`config.mk`:
```
export PLATFORM = sky130hd
export DESIGN_NAME = decimal_string_to_fixed
export DESIGN_NICKNAME = d
export VERILOG_FILES = /design/src/rtl/core/dstf_pkg.sv /design/src/rtl/core/dstf_parse.sv /design/src/rtl/core/dstf_scale.sv /design/src/rtl/core/decimal_string_to_fixed.sv
export VERILOG_INCLUDE_DIRS = /design/src /design/src/rtl/core
export SDC_FILE = /design/constraint.sdc
export NUM_CORES = 1
export LEC_CHECK = 0
export ABC_AREA = 1
export BUFFER_PORTS_ARGS = -buffer_cell sky130_fd_sc_hd__buf_2
export CAP_MARGIN = 20
export CORE_ASPECT_RATIO = 0.8
export CORE_UTILIZATION = 45
export DETAILED_ROUTE_END_ITERATION = 10
export GPL_TIMING_DRIVEN = 0
export PLACE_DENSITY_LB_ADDON = 0.1
export SETUP_SLACK_MARGIN = 0.1
export SLEW_MARGIN = 30
export SYNTH_ARGS = -nofsm -noshare
export SYNTH_HDL_FRONTEND = slang
export SYNTH_SLANG_ARGS = --single-unit
```
`constraint.sdc`:
```
create_clock -name clk -period 12.3 [get_ports clk]
set_input_delay 2.46 -clock clk [delete_from_list [all_inputs] [get_ports clk]]
set_output_delay 2.46 -clock clk [all_outputs]
set_load 0.02 [all_outputs]
```
`src/rtl/core/decimal_string_to_fixed_defines.svh`:
```
// assertion macros for the decimal string parser
`ifndef DECIMAL_STRING_TO_FIXED_DEFINES_SVH
`define DECIMAL_STRING_TO_FIXED_DEFINES_SVH

`ifndef SYNTH
// checked only out of reset
`define DSTF_CHECK(lbl, prop) \
  lbl: assert property (@(posedge clk) disable iff (rst) prop) \
    else $error("dstf check failed");
// checked in every cycle, reset included
`define DSTF_CHECK_ALWAYS(lbl, prop) \
  lbl: assert property (@(posedge clk) prop) \
    else $error("dstf check failed");
`else
`define DSTF_CHECK(lbl, prop)
`define DSTF_CHECK_ALWAYS(lbl, prop)
`endif

`endif

```
`src/rtl/core/dstf_pkg.sv`:
```
package dstf_pkg;

  localparam int FRAC_PLACES = 2;
  localparam int VALUE_BITS  = 32;
  localparam int FRAC_BITS   = $clog2(FRAC_PLACES + 2);
  // 10^6 fits in 20 bits
  localparam int POW_BITS    = 20;
  localparam int PROD_BITS   = VALUE_BITS + POW_BITS;
  localparam int CAND_BITS   = VALUE_BITS + 4;

  localparam logic [7:0] CH_PLUS  = 8'h2B;
  localparam logic [7:0] CH_MINUS = 8'h2D;
  localparam logic [7:0] CH_POINT = 8'h2E;
  localparam logic [7:0] CH_ZERO  = 8'h30;
  localparam logic [7:0] CH_NINE  = 8'h39;
  localparam logic [7:0] CH_NUL   = 8'h00;
  localparam logic [7:0] CH_SPACE = 8'h20;
  localparam logic [7:0] CH_TAB   = 8'h09;
  localparam logic [7:0] CH_CR    = 8'h0D;

  typedef enum logic [2:0] {
    PH_LEAD,
    PH_SIGN,
    PH_INT,
    PH_FRAC,
    PH_TRAIL,
    PH_END,
    PH_BAD
  } phase_t;

  typedef enum logic [1:0] {
    ST_OK        = 2'd0,
    ST_MALFORMED = 2'd1,
    ST_SATURATED = 2'd2
  } status_t;

  // parser state after the current byte, handed to the scaling stage
  typedef struct packed {
    logic                  bad;
    logic                  digit_seen;
    logic                  negative;
    logic                  saturated;
    logic [VALUE_BITS-1:0] magnitude;
    logic [FRAC_BITS-1:0]  frac_count;
  } parse_snap_t;

  function automatic logic [VALUE_BITS-1:0] mag_limit(input logic neg);
    logic [VALUE_BITS-1:0] top;
    top = VALUE_BITS'(1) << (VALUE_BITS - 1);
    return neg ? top : top - VALUE_BITS'(1);
  endfunction

  function automatic logic [POW_BITS-1:0] pow10(input logic [FRAC_BITS-1:0] n);
    logic [POW_BITS-1:0] p;
    p = POW_BITS'(1);
    for (int k = 0; k < FRAC_PLACES; k++) begin
      if (k < int'(n)) p = POW_BITS'(p * 10);
    end
    return p;
  endfunction

endpackage

```
`src/rtl/core/dstf_parse.sv`:
```
module dstf_parse (
  input  logic                 clk,
  input  logic                 rst,
  input  logic                 step,
  input  logic [7:0]           char_byte,
  input  logic                 last,
  output dstf_pkg::parse_snap_t snap
);
  import dstf_pkg::*;

  phase_t                phase, phase_next;
  logic                  negative, negative_next;
  logic [VALUE_BITS-1:0] magnitude, magnitude_next;
  logic [FRAC_BITS-1:0]  frac_count, frac_count_next;
  logic                  digit_seen, digit_seen_next;
  logic                  saturated, saturated_next;

  logic                  dig, ws, take, take_frac, keep_frac;
  logic [CAND_BITS-1:0]  cand;
  logic [VALUE_BITS-1:0] lim;

  always_comb begin
    dig = (char_byte inside {[CH_ZERO:CH_NINE]});
    ws  = (char_byte == CH_SPACE) || (char_byte inside {[CH_TAB:CH_CR]});
  end

  // phase transitions and which bytes count as kept digits
  always_comb begin
    phase_next    = phase;
    negative_next = negative;
    take          = 1'b0;
    take_frac     = 1'b0;
    if (phase == PH_END || phase == PH_BAD) begin
      phase_next = phase;
    end else if (char_byte == CH_NUL) begin
      phase_next = PH_END;
    end else begin
      case (phase)
        PH_LEAD, PH_SIGN, PH_INT: begin
          if (phase == PH_LEAD && ws) begin
            phase_next = PH_LEAD;
          end else if (phase == PH_LEAD &&
                       (char_byte == CH_PLUS || char_byte == CH_MINUS)) begin
            negative_next = (char_byte == CH_MINUS);
            phase_next    = PH_SIGN;
          end else if (dig) begin
            take       = 1'b1;
            phase_next = PH_INT;
          end else if (char_byte == CH_POINT) begin
            phase_next = PH_FRAC;
          end else if (phase == PH_INT && ws) begin
            phase_next = PH_TRAIL;
          end else begin
            phase_next = PH_BAD;
          end
        end
        PH_FRAC: begin
          if (dig) begin
            take_frac = 1'b1;
          end else if (ws) begin
            phase_next = PH_TRAIL;
          end else begin
            phase_next = PH_BAD;
          end
        end
        PH_TRAIL: begin
          if (!ws) phase_next = PH_BAD;
        end
        default: begin
          phase_next = PH_BAD;
        end
      endcase
    end
  end

  // digit accumulation with saturation
  always_comb begin
    magnitude_next  = magnitude;
    frac_count_next = frac_count;
    digit_seen_next = digit_seen;
    saturated_next  = saturated;
    lim  = mag_limit(negative);
    cand = (CAND_BITS'(magnitude) << 3) + (CAND_BITS'(magnitude) << 1)
         + CAND_BITS'(char_byte[3:0]);
    if (take || take_frac) digit_seen_next = 1'b1;
    // extra fraction digits are checked but dropped
    keep_frac = take_frac && (32'(frac_count) < 32'(FRAC_PLACES));
    if (keep_frac) frac_count_next = frac_count + FRAC_BITS'(1);
    if ((take || keep_frac) && !saturated) begin
      if (cand > CAND_BITS'(lim)) begin
        saturated_next = 1'b1;
        magnitude_next = lim;
      end else begin
        magnitude_next = cand[VALUE_BITS-1:0];
      end
    end
  end

  always_comb begin
    snap.bad        = (phase_next == PH_BAD);
    snap.digit_seen = digit_seen_next;
    snap.negative   = negative_next;
    snap.saturated  = saturated_next;
    snap.magnitude  = magnitude_next;
    snap.frac_count = frac_count_next;
  end

  always_ff @(posedge clk) begin
    if (rst || (step && last)) begin
      phase      <= PH_LEAD;
      negative   <= 1'b0;
      magnitude  <= '0;
      frac_count <= '0;
      digit_seen <= 1'b0;
      saturated  <= 1'b0;
    end else if (step) begin
      phase      <= phase_next;
      negative   <= negative_next;
      magnitude  <= magnitude_next;
      frac_count <= frac_count_next;
      digit_seen <= digit_seen_next;
      saturated  <= saturated_next;
    end
  end

endmodule

```
`src/rtl/core/dstf_scale.sv`:
```
module dstf_scale (
  input  dstf_pkg::parse_snap_t snap,
  output dstf_pkg::status_t     status,
  output logic signed [31:0]    value
);
  import dstf_pkg::*;

  logic [FRAC_BITS-1:0]  missing;
  logic [PROD_BITS-1:0]  prod;
  logic [VALUE_BITS-1:0] lim, mag, signed_mag;
  logic                  sat;

  always_comb begin
    missing = FRAC_BITS'(FRAC_PLACES) - snap.frac_count;
    lim     = mag_limit(snap.negative);
    // one multiply by 10^missing stands in for the per-place scaling
    prod    = PROD_BITS'(snap.magnitude) * PROD_BITS'(pow10(missing));
    sat     = snap.saturated;
    mag     = snap.magnitude;
    if (!snap.saturated) begin
      if (prod > PROD_BITS'(lim)) begin
        sat = 1'b1;
        mag = lim;
      end else begin
        mag = prod[VALUE_BITS-1:0];
      end
    end
    signed_mag = snap.negative ? (VALUE_BITS'(0) - mag) : mag;
    if (snap.bad || !snap.digit_seen) begin
      status = ST_MALFORMED;
      value  = '0;
    end else begin
      status = sat ? ST_SATURATED : ST_OK;
      value  = 32'(signed_mag);
    end
  end

endmodule

```
`src/rtl/core/decimal_string_to_fixed.sv`:
```
// channel | dir | tdata bits (low first)            | tlast
// s_*     | in  | [7:0] char_byte                     | last
// m_*     | out | [1:0] status, [33:2] value, 0 fill  | -
//
// one byte per cycle sustained; each beat passes an input register, then the
// parse update and the final scaling multiply land in the result register
// m_tvalid rises as the beat with tlast advances out of the input register
// rst is synchronous and returns the parser to the leading whitespace phase
// a held result stalls a tlast beat and those behind it; other beats flow on
`include "decimal_string_to_fixed_defines.svh"

module decimal_string_to_fixed (
  input  logic        clk,
  input  logic        rst,
  input  logic        s_tvalid,
  output logic        s_tready,
  input  logic [7:0]  s_tdata,   // [7:0] char_byte
  input  logic        s_tlast,
  output logic        m_tvalid,
  input  logic        m_tready,
  output logic [39:0] m_tdata    // [1:0] status, [33:2] value, [39:34] zero
);
  import dstf_pkg::*;

  logic              s1_valid;
  logic [7:0]        s1_byte;
  logic              s1_last;
  logic              adv;
  parse_snap_t       snap;
  status_t           status;
  logic signed [31:0] value;

  assign adv      = s1_valid && (!s1_last || !m_tvalid || m_tready);
  assign s_tready = !s1_valid || adv;

  always_ff @(posedge clk) begin
    if (rst) begin
      s1_valid <= 1'b0;
    end else if (s_tready) begin
      s1_valid <= s_tvalid;
    end
  end

  always_ff @(posedge clk) begin
    if (s_tvalid && s_tready) begin
      s1_byte <= s_tdata;
      s1_last <= s_tlast;
    end
  end

  dstf_parse u_parse (
    .clk       (clk),
    .rst       (rst),
    .step      (adv),
    .char_byte (s1_byte),
    .last      (s1_last),
    .snap      (snap)
  );

  dstf_scale u_scale (
    .snap   (snap),
    .status (status),
    .value  (value)
  );

  always_ff @(posedge clk) begin
    if (rst) begin
      m_tvalid <= 1'b0;
    end else if (adv && s1_last) begin
      m_tvalid <= 1'b1;
    end else if (m_tready) begin
      m_tvalid <= 1'b0;
    end
  end

  always_ff @(posedge clk) begin
    if (adv && s1_last) begin
      m_tdata <= {6'b0, value, status};
    end
  end

  `DSTF_CHECK(a_out_from_last, $rose(m_tvalid) |-> $past(adv && s1_last))
  `DSTF_CHECK(a_s1_holds, s1_valid && !adv |=> s1_valid && $stable(s1_byte) && $stable(s1_last))
  `DSTF_CHECK(a_malformed_zero, m_tvalid && m_tdata[1:0] == ST_MALFORMED |-> m_tdata[33:2] == 32'd0)
  `DSTF_CHECK_ALWAYS(a_reset_empty, rst |=> !s1_valid && !m_tvalid)

endmodule

```
* Word level (Yosys, flattened, before mapping)
Index checks and enable logic that the tools add are counted.
Word-level totals: register bits 85, input port bits 13, output and inout bits 42, word-level logic and storage cells 110
Operators by class: add/sub/neg operators 5, multiply operators 2, order comparisons 9, equal/unequal tests 11, mux-type cells 43, reduce and logical (&&, ||, !) cells 29
Operator list (number):
- 2-to-1 mux 32 bit | 7
- > comparator 52 x 32 -> 1 bit | 1
- multiplier 32 x 20 -> 52 bit | 1
- adder 35 x 33 -> 36 bit | 1
- adder 36 x 4 -> 36 bit | 1
- > comparator 36 x 32 -> 1 bit | 1
- == test 8 x 6 -> 1 bit, second input constant | 4
- subtractor 1 x 32 -> 32 bit, first input constant | 1
- 2-to-1 mux 3 bit | 8
- 2-to-1 mux 1 bit | 21
- 2-to-1 mux 20 bit | 1
- == test 3 bit, second input constant | 4
- logical AND 1 bit | 10
- logical OR 1 bit | 10
- case mux 3 bit (3 select lines) | 1
- >= comparator 8 x 4 -> 1 bit, second input constant | 1
- >= comparator 8 x 6 -> 1 bit, second input constant | 1
- <= comparator 8 x 4 -> 1 bit, second input constant | 1
- <= comparator 8 x 6 -> 1 bit, second input constant | 1
- zero test 8 bit | 1
- 2-to-1 mux 2 bit | 4
- multiplier 4 x 3 -> 7 bit, second input constant | 1
- == test 3 x 2 -> 1 bit, second input constant | 2
- zero test 1 bit | 5
- other kinds (9) | 10

* Logic depth before layout (Yosys ltp)
depth after elaboration 19, depth in mapped cells 83, depth with buffers taken out 81

* By module
From an unflattened synthesis, not the netlist that was laid out.
Second synthesis, totals: cell total of the unflattened synthesis 2874, area, all modules 19302.3 sq um
Modules (own cells, without submodules):
- dstf_scale | times used 1, cells each 1804, area each 11354.6 sq um, seq. area each 0.0 sq um
- dstf_parse | times used 1, cells each 1002, area each 6488.7 sq um, seq. area each 800.8 sq um
- decimal_string_to_fixed | times used 1, cells each 68, area each 1458.9 sq um, seq. area each 1331.3 sq um

* Least setup slack after synthesis
No wires, ideal clock.
path kind reg2reg, from reg s1_byte[3], to reg m_tdata[30] (data pin), setup time 253 ps, data arrival time 10894 ps, required time 12047 ps, setup slack 1154 ps, stages on the path, launching flop included 76, path buffers 2, period minus slack after synthesis 11146 ps, path through edfxtp_1 fa_1 fa_1 nand2_1 inv_2 nand2_1 nand3_2 nand2_1 nand2_2 nand2_1 nand2_2 a21oi_1 xor2_1 inv_1 ha_1 nand2_1 inv_1 o21ai_0 [40 not listed] nand2_1 nand2_1 nand3_4 nand2_4 buf_6 nand3_1 nand2_1 inv_1 ha_1 nand3_2 nor2_4 nand3_2 nand2_1 nand4_2 nor2_1 nand2_1 nand2_1 nor2_1
On the way: cells in the longest elaborated chain, start to end 19, elaborated cells on any way between the ends 69, those cells by class 3 x add/sub; 2 x mul; 8 x order compare; 5 x eq/ne; 37 x mux; 14 x reduce/logical
RTL lines:
- from (decl) | RTL line decimal_string_to_fixed.sv:26 | logic [7:0] s1_byte;
- from (signal assigned) | RTL line decimal_string_to_fixed.sv:46 | s1_byte <= s_tdata;
- >= comparator 8 x 6 -> 1 bit or <= comparator 8 x 6 -> 1 bit (tied branches) | RTL line dstf_parse.sv:23 | dig = (char_byte inside {[CH_ZERO:CH_NINE]});
- logical AND 1 bit | RTL line dstf_parse.sv:23
- 2-to-1 mux 1 bit | RTL line dstf_parse.sv:46, dstf_parse.sv:58
- 2-to-1 mux 1 bit | RTL line dstf_parse.sv:38 | case (phase)
- 2-to-1 mux 1 bit | RTL line dstf_parse.sv:35 | end else if (char_byte == CH_NUL) begin
- 2-to-1 mux 1 bit | RTL line dstf_parse.sv:33 | if (phase == PH_END || phase == PH_BAD) begin
- logical AND 1 bit | RTL line dstf_parse.sv:87 | keep_frac = take_frac && (32'(frac_count) < 32'(FRAC_PLACES));
- 2-to-1 mux 2 bit | RTL line dstf_parse.sv:88 | if (keep_frac) frac_count_next = frac_count + FRAC_BITS'(1);
- [3 not listed]
- multiplier 4 x 3 -> 7 bit | RTL line dstf_pkg.sv:57 | if (k < int'(n)) p = POW_BITS'(p * 10);
- 2-to-1 mux 20 bit | RTL line dstf_pkg.sv:57
- multiplier 32 x 20 -> 52 bit | RTL line dstf_scale.sv:17 | prod = PROD_BITS'(snap.magnitude) * PROD_BITS'(pow10(missing));
- > comparator 52 x 32 -> 1 bit | RTL line dstf_scale.sv:21 | if (prod > PROD_BITS'(lim)) begin
- 2-to-1 mux 32 bit | RTL line dstf_scale.sv:21
- 2-to-1 mux 32 bit | RTL line dstf_scale.sv:20 | if (!snap.saturated) begin
- subtractor 1 x 32 -> 32 bit | RTL line dstf_scale.sv:28 | signed_mag = snap.negative ? (VALUE_BITS'(0) - mag) : mag;
- 2-to-1 mux 32 bit | RTL line dstf_scale.sv:28
- to (signal assigned) | RTL line decimal_string_to_fixed.sv:78 | m_tdata <= {6'b0, value, status};
- to (decl) | RTL line decimal_string_to_fixed.sv:21 | output logic [39:0] m_tdata
Several ways; a longest one is shown, not always the timed one. A chain may end at the register's enable or synchronous reset.

* Worst setup path after layout
from reg s1_byte[3], to reg m_tdata[32] (data pin)
The elaborated chain is that of the path after synthesis.

==> flow_metrics.py <==
metrics = {
    "place": {
        "dp_hpwl_um": 48440,
        "port_buffers": 48,
        "place_ws_ns": -1.647,
        "place.gp.congestion": 0.9263,
    },
    "layout": {
        "drive_above_1_share_pct": 26.83,
        "final_util_pct": 58.99,
        "num_antenna_cells": 0,
        "area_growth_pct": 27.72,
        "nets": 3344,
    },
    "sta": {
        "fin_crit_ns": 12.04,
        "fin_ws_ns": 0.2577,
        "rsz0062_at_grt": "true",
        "slew_headroom_pct": 22.93,
        "setup_violations": 0,
        "tightestPinTransition_ns": 1.156,
        "skew_ns": 0.008053,
        "drv_slew": 0,
        "fmax_mhz": 83.04,
        "finalCritPeriodShare_pct": 97.90,
        "hold_viol_final": 0,
        "fin_setup_tns_ns": 0,
    },
    "floorplan": {
        "die_h_um": 183.1,
        "rows": 65,
        "die_x_um": 228.3,
        "fp.coreArea_um2": 39930,
        "start_util_pct": 46.19,
        "top_level_ports": 55,
        "die_area_um2": 41800,
    },
    "synthesis": {
        "ys_seq_area_share_pct": 11.56,
        "syn-cell-area_um2": 18440,
        "syn_avg_cell_area_um2": 6.846,
        "synth_area_leaders": "ha_1 22%, fa_1 13%, inv_1 12%",
        "synth_top_cell_area_share_pct": 21.57,
        "yosys_warnings": 0,
        "synth_cells": 2694,
        "ys_types": 62,
        "ys_ff_latch": 85,
        "synth_top_area_cell": "ha_1",
        "ys.flop_type": "edfxtp_1",
        "synth_edf_count": 43,
        "async_flop_share_pct": 0,
    },
    "clock_tree": {
        "clkLatencyLatePin_ns": 0.37,
        "clockBufferDepth": 2,
        "tritoncts": "yes",
        "cts_sinks": 85,
        "clock-root-buffer": "clkbuf_16",
        "ctsHoldBuffers": 0,
        "clkTransAtPathRegs_ns": 0.07,
        "cts_buffers": 9,
        "htree_levels": 3,
    },
    "drt": {
        "wire_per_inst_um": 17.45,
        "via_count": 17920,
        "antenna_left": 0,
        "wl_um": 59970,
        "drt_iter0_markers": 1333,
        "avgViaCountPerCell": 5.215,
        "drt_drc_violations_left": 0,
        "drtPass1Iterations": 6,
    },
    "worst_setup_path": {
        "slowest_stage": "fa_2",
        "critPathArrivalTime_ns": 12.18,
        "endpoint_kind": "register",
        "cp_max_fo": 6,
        "crit_buf_inv": 12,
        "path_common_cell": "nand2_1",
        "crit_type": "register to register",
        "critPathMaxStageDelay_ns": 0.66,
        "critPathRequiredTime_ns": 12.44,
        "critPathTopFamily": "adder cells",
        "cp-start-kind": "register",
    },
    "worst_hold_path": {
        "hp-class": "register to register",
    },
    "outcome": {
        "run_status": "completed",
    },
    "global_route": {
        "grt_pass1_vias": 17090,
        "grt.overflow.total": 0,
        "grt_pass1_wl_um": 92320,
        "gr-usage-all-layers_pct": 28.30,
        "grt_max_degree": 40,
        "grt_antenna_before_repair": 0,
    },
    "run": {
        "drv_cap": 0,
    },
    "power_and_ir_drop": {
        "p_leak_nw": 12.16,
        "power.density_nw_per_um2": 82.12,
        "ir_worst_vdd_mv": 0.05549,
        "power_w": 0.001934,
    },
}
==> stage by stage <==
| stage | instances | cell area [µm²] | hold slack, ns |
|---|---|---|---|
| 6_report | 3436 | 23560 | 0.5293 |
| 5_1_grt | 3436 | 23560 | 0.5675 |
| 2_1_floorplan | 2699 | 18460 | 0.5152 |
| 4_1_cts | 3366 | 21460 | 0.5307 |
| 3_3_place_gp | 3283 | 19370 | 0.5173 |
| 3_5_place_dp | 3284 | 19380 | 0.5174 |
==> worst paths after layout <==
| check | start | end | slack, ns | cells after the start |
|---|---|---|---|---|
| hold reg to reg | s1_valid | s1_valid | 0.53 | 2 |
| setup / recovery | s1_byte[3] | m_tdata[32] | 0.26 | 75 |
| setup reg to reg | s1_byte[3] | m_tdata[32] | 0.26 | 75 |
| hold / removal | s1_valid | s1_valid | 0.53 | 2 |
==> synth_stat cells (37+ instances only) <==
master,instances
a21oi_1,138
dfxtp_1,42
edfxtp_1,43
fa_1,118
ha_1,318
inv_1,605
nand2_1,589
nand2_2,41
nand3_1,89
nand4_1,38
nor2_1,238
o21ai_0,67
xor2_1,37
==> final cells by class <==
| cell class | instances | area (µm²) |
|---|---|---|
| fill | 3703 | 16380 |
| multi-input combinational | 1919 | 16230 |
| inverter | 638 | 2446 |
| sequential | 85 | 2133 |
| timing repair buffer | 184 | 1368 |
| tap | 536 | 670.6 |
| buffer | 58 | 381.6 |
| clock buffer | 9 | 225.2 |
| clock inverter | 7 | 105.1 |
==> tightest hold or removal path, cell delays in order (launching register included) <==
cell	delay, ns
dfxtp_1	0.31
nand3_1	0.11
a21oi_1	0.07
==> placed cells by master, fill, tap and decap left out, types with 29 or more instances in the layout <==
cell      count
o21ai_0      50
inv_2        59
nand4_1      38
nand2_2      98
dfxtp_1      41
edfxtp_1     43
nand3_2      29
o211ai_1     34
nor2_2       43
nand2_1     506
fa_1        116
nand3_1      71
nor2_1      157
inv_1       557
nor2_4       67
buf_2        56
buf_4       132
ha_1        228
a21oi_1     116
ha_4         76
==> per-layer routing <==
| metal | vias up | track usage, % | part of all wire, % |
|---|---|---|---|
| met5 | - | 0 | 0 |
| met4 | 0 | 7.141 | 2.4 |
| met3 | 86 | 4.928 | 6.9 |
| met2 | 542 | 44.62 | 43 |
| met1 | 8414 | 39.90 | 48 |
| li1 | 8877 | - | - |
==> report_power, final <==
group | internal [W] | total, W | switching, W
Combinational | 0.000486 | 0.00129 | 0.000806
Sequential | 0.000311 | 0.000328 | 0.0000171
Clock | 0.000181 | 0.000314 | 0.000133
Total | 0.000978 | 0.00193 | 0.000956
==> what timing repair did <==
item | in CTS | in global routing
pin swaps | 87 | 163
buffers inserted | 64 | 69
gates cloned | 2 | 2
endpoints found under the hold margin | 0 | 0
resized for setup | 292 | 310
setup endpoints to repair | 33 | 31
==> cells by family after synthesis <==
group	Yosys count	synth area share, %
AOI/OAI and AO/OA	324	9.986
xor gates and xnor gates	56	2.659
adders and majority gates	436	34.38
buffers and inverters	696	14.76
DFF	85	11.56
other	1	0.02033
and+or+nand+nor	1096	26.63
==> flip-flops by register name, indices dropped and copies added (netlist names) <==
name                count
m_tdata                34
m_tvalid                1
s1_byte                 8
s1_last                 1
s1_valid                1
u_parse.digit_seen      1
u_parse.frac_count      2
u_parse.magnitude      32
u_parse.negative        1
u_parse.phase           3
u_parse.saturated       1
Power figures use the tool's default switching activity.
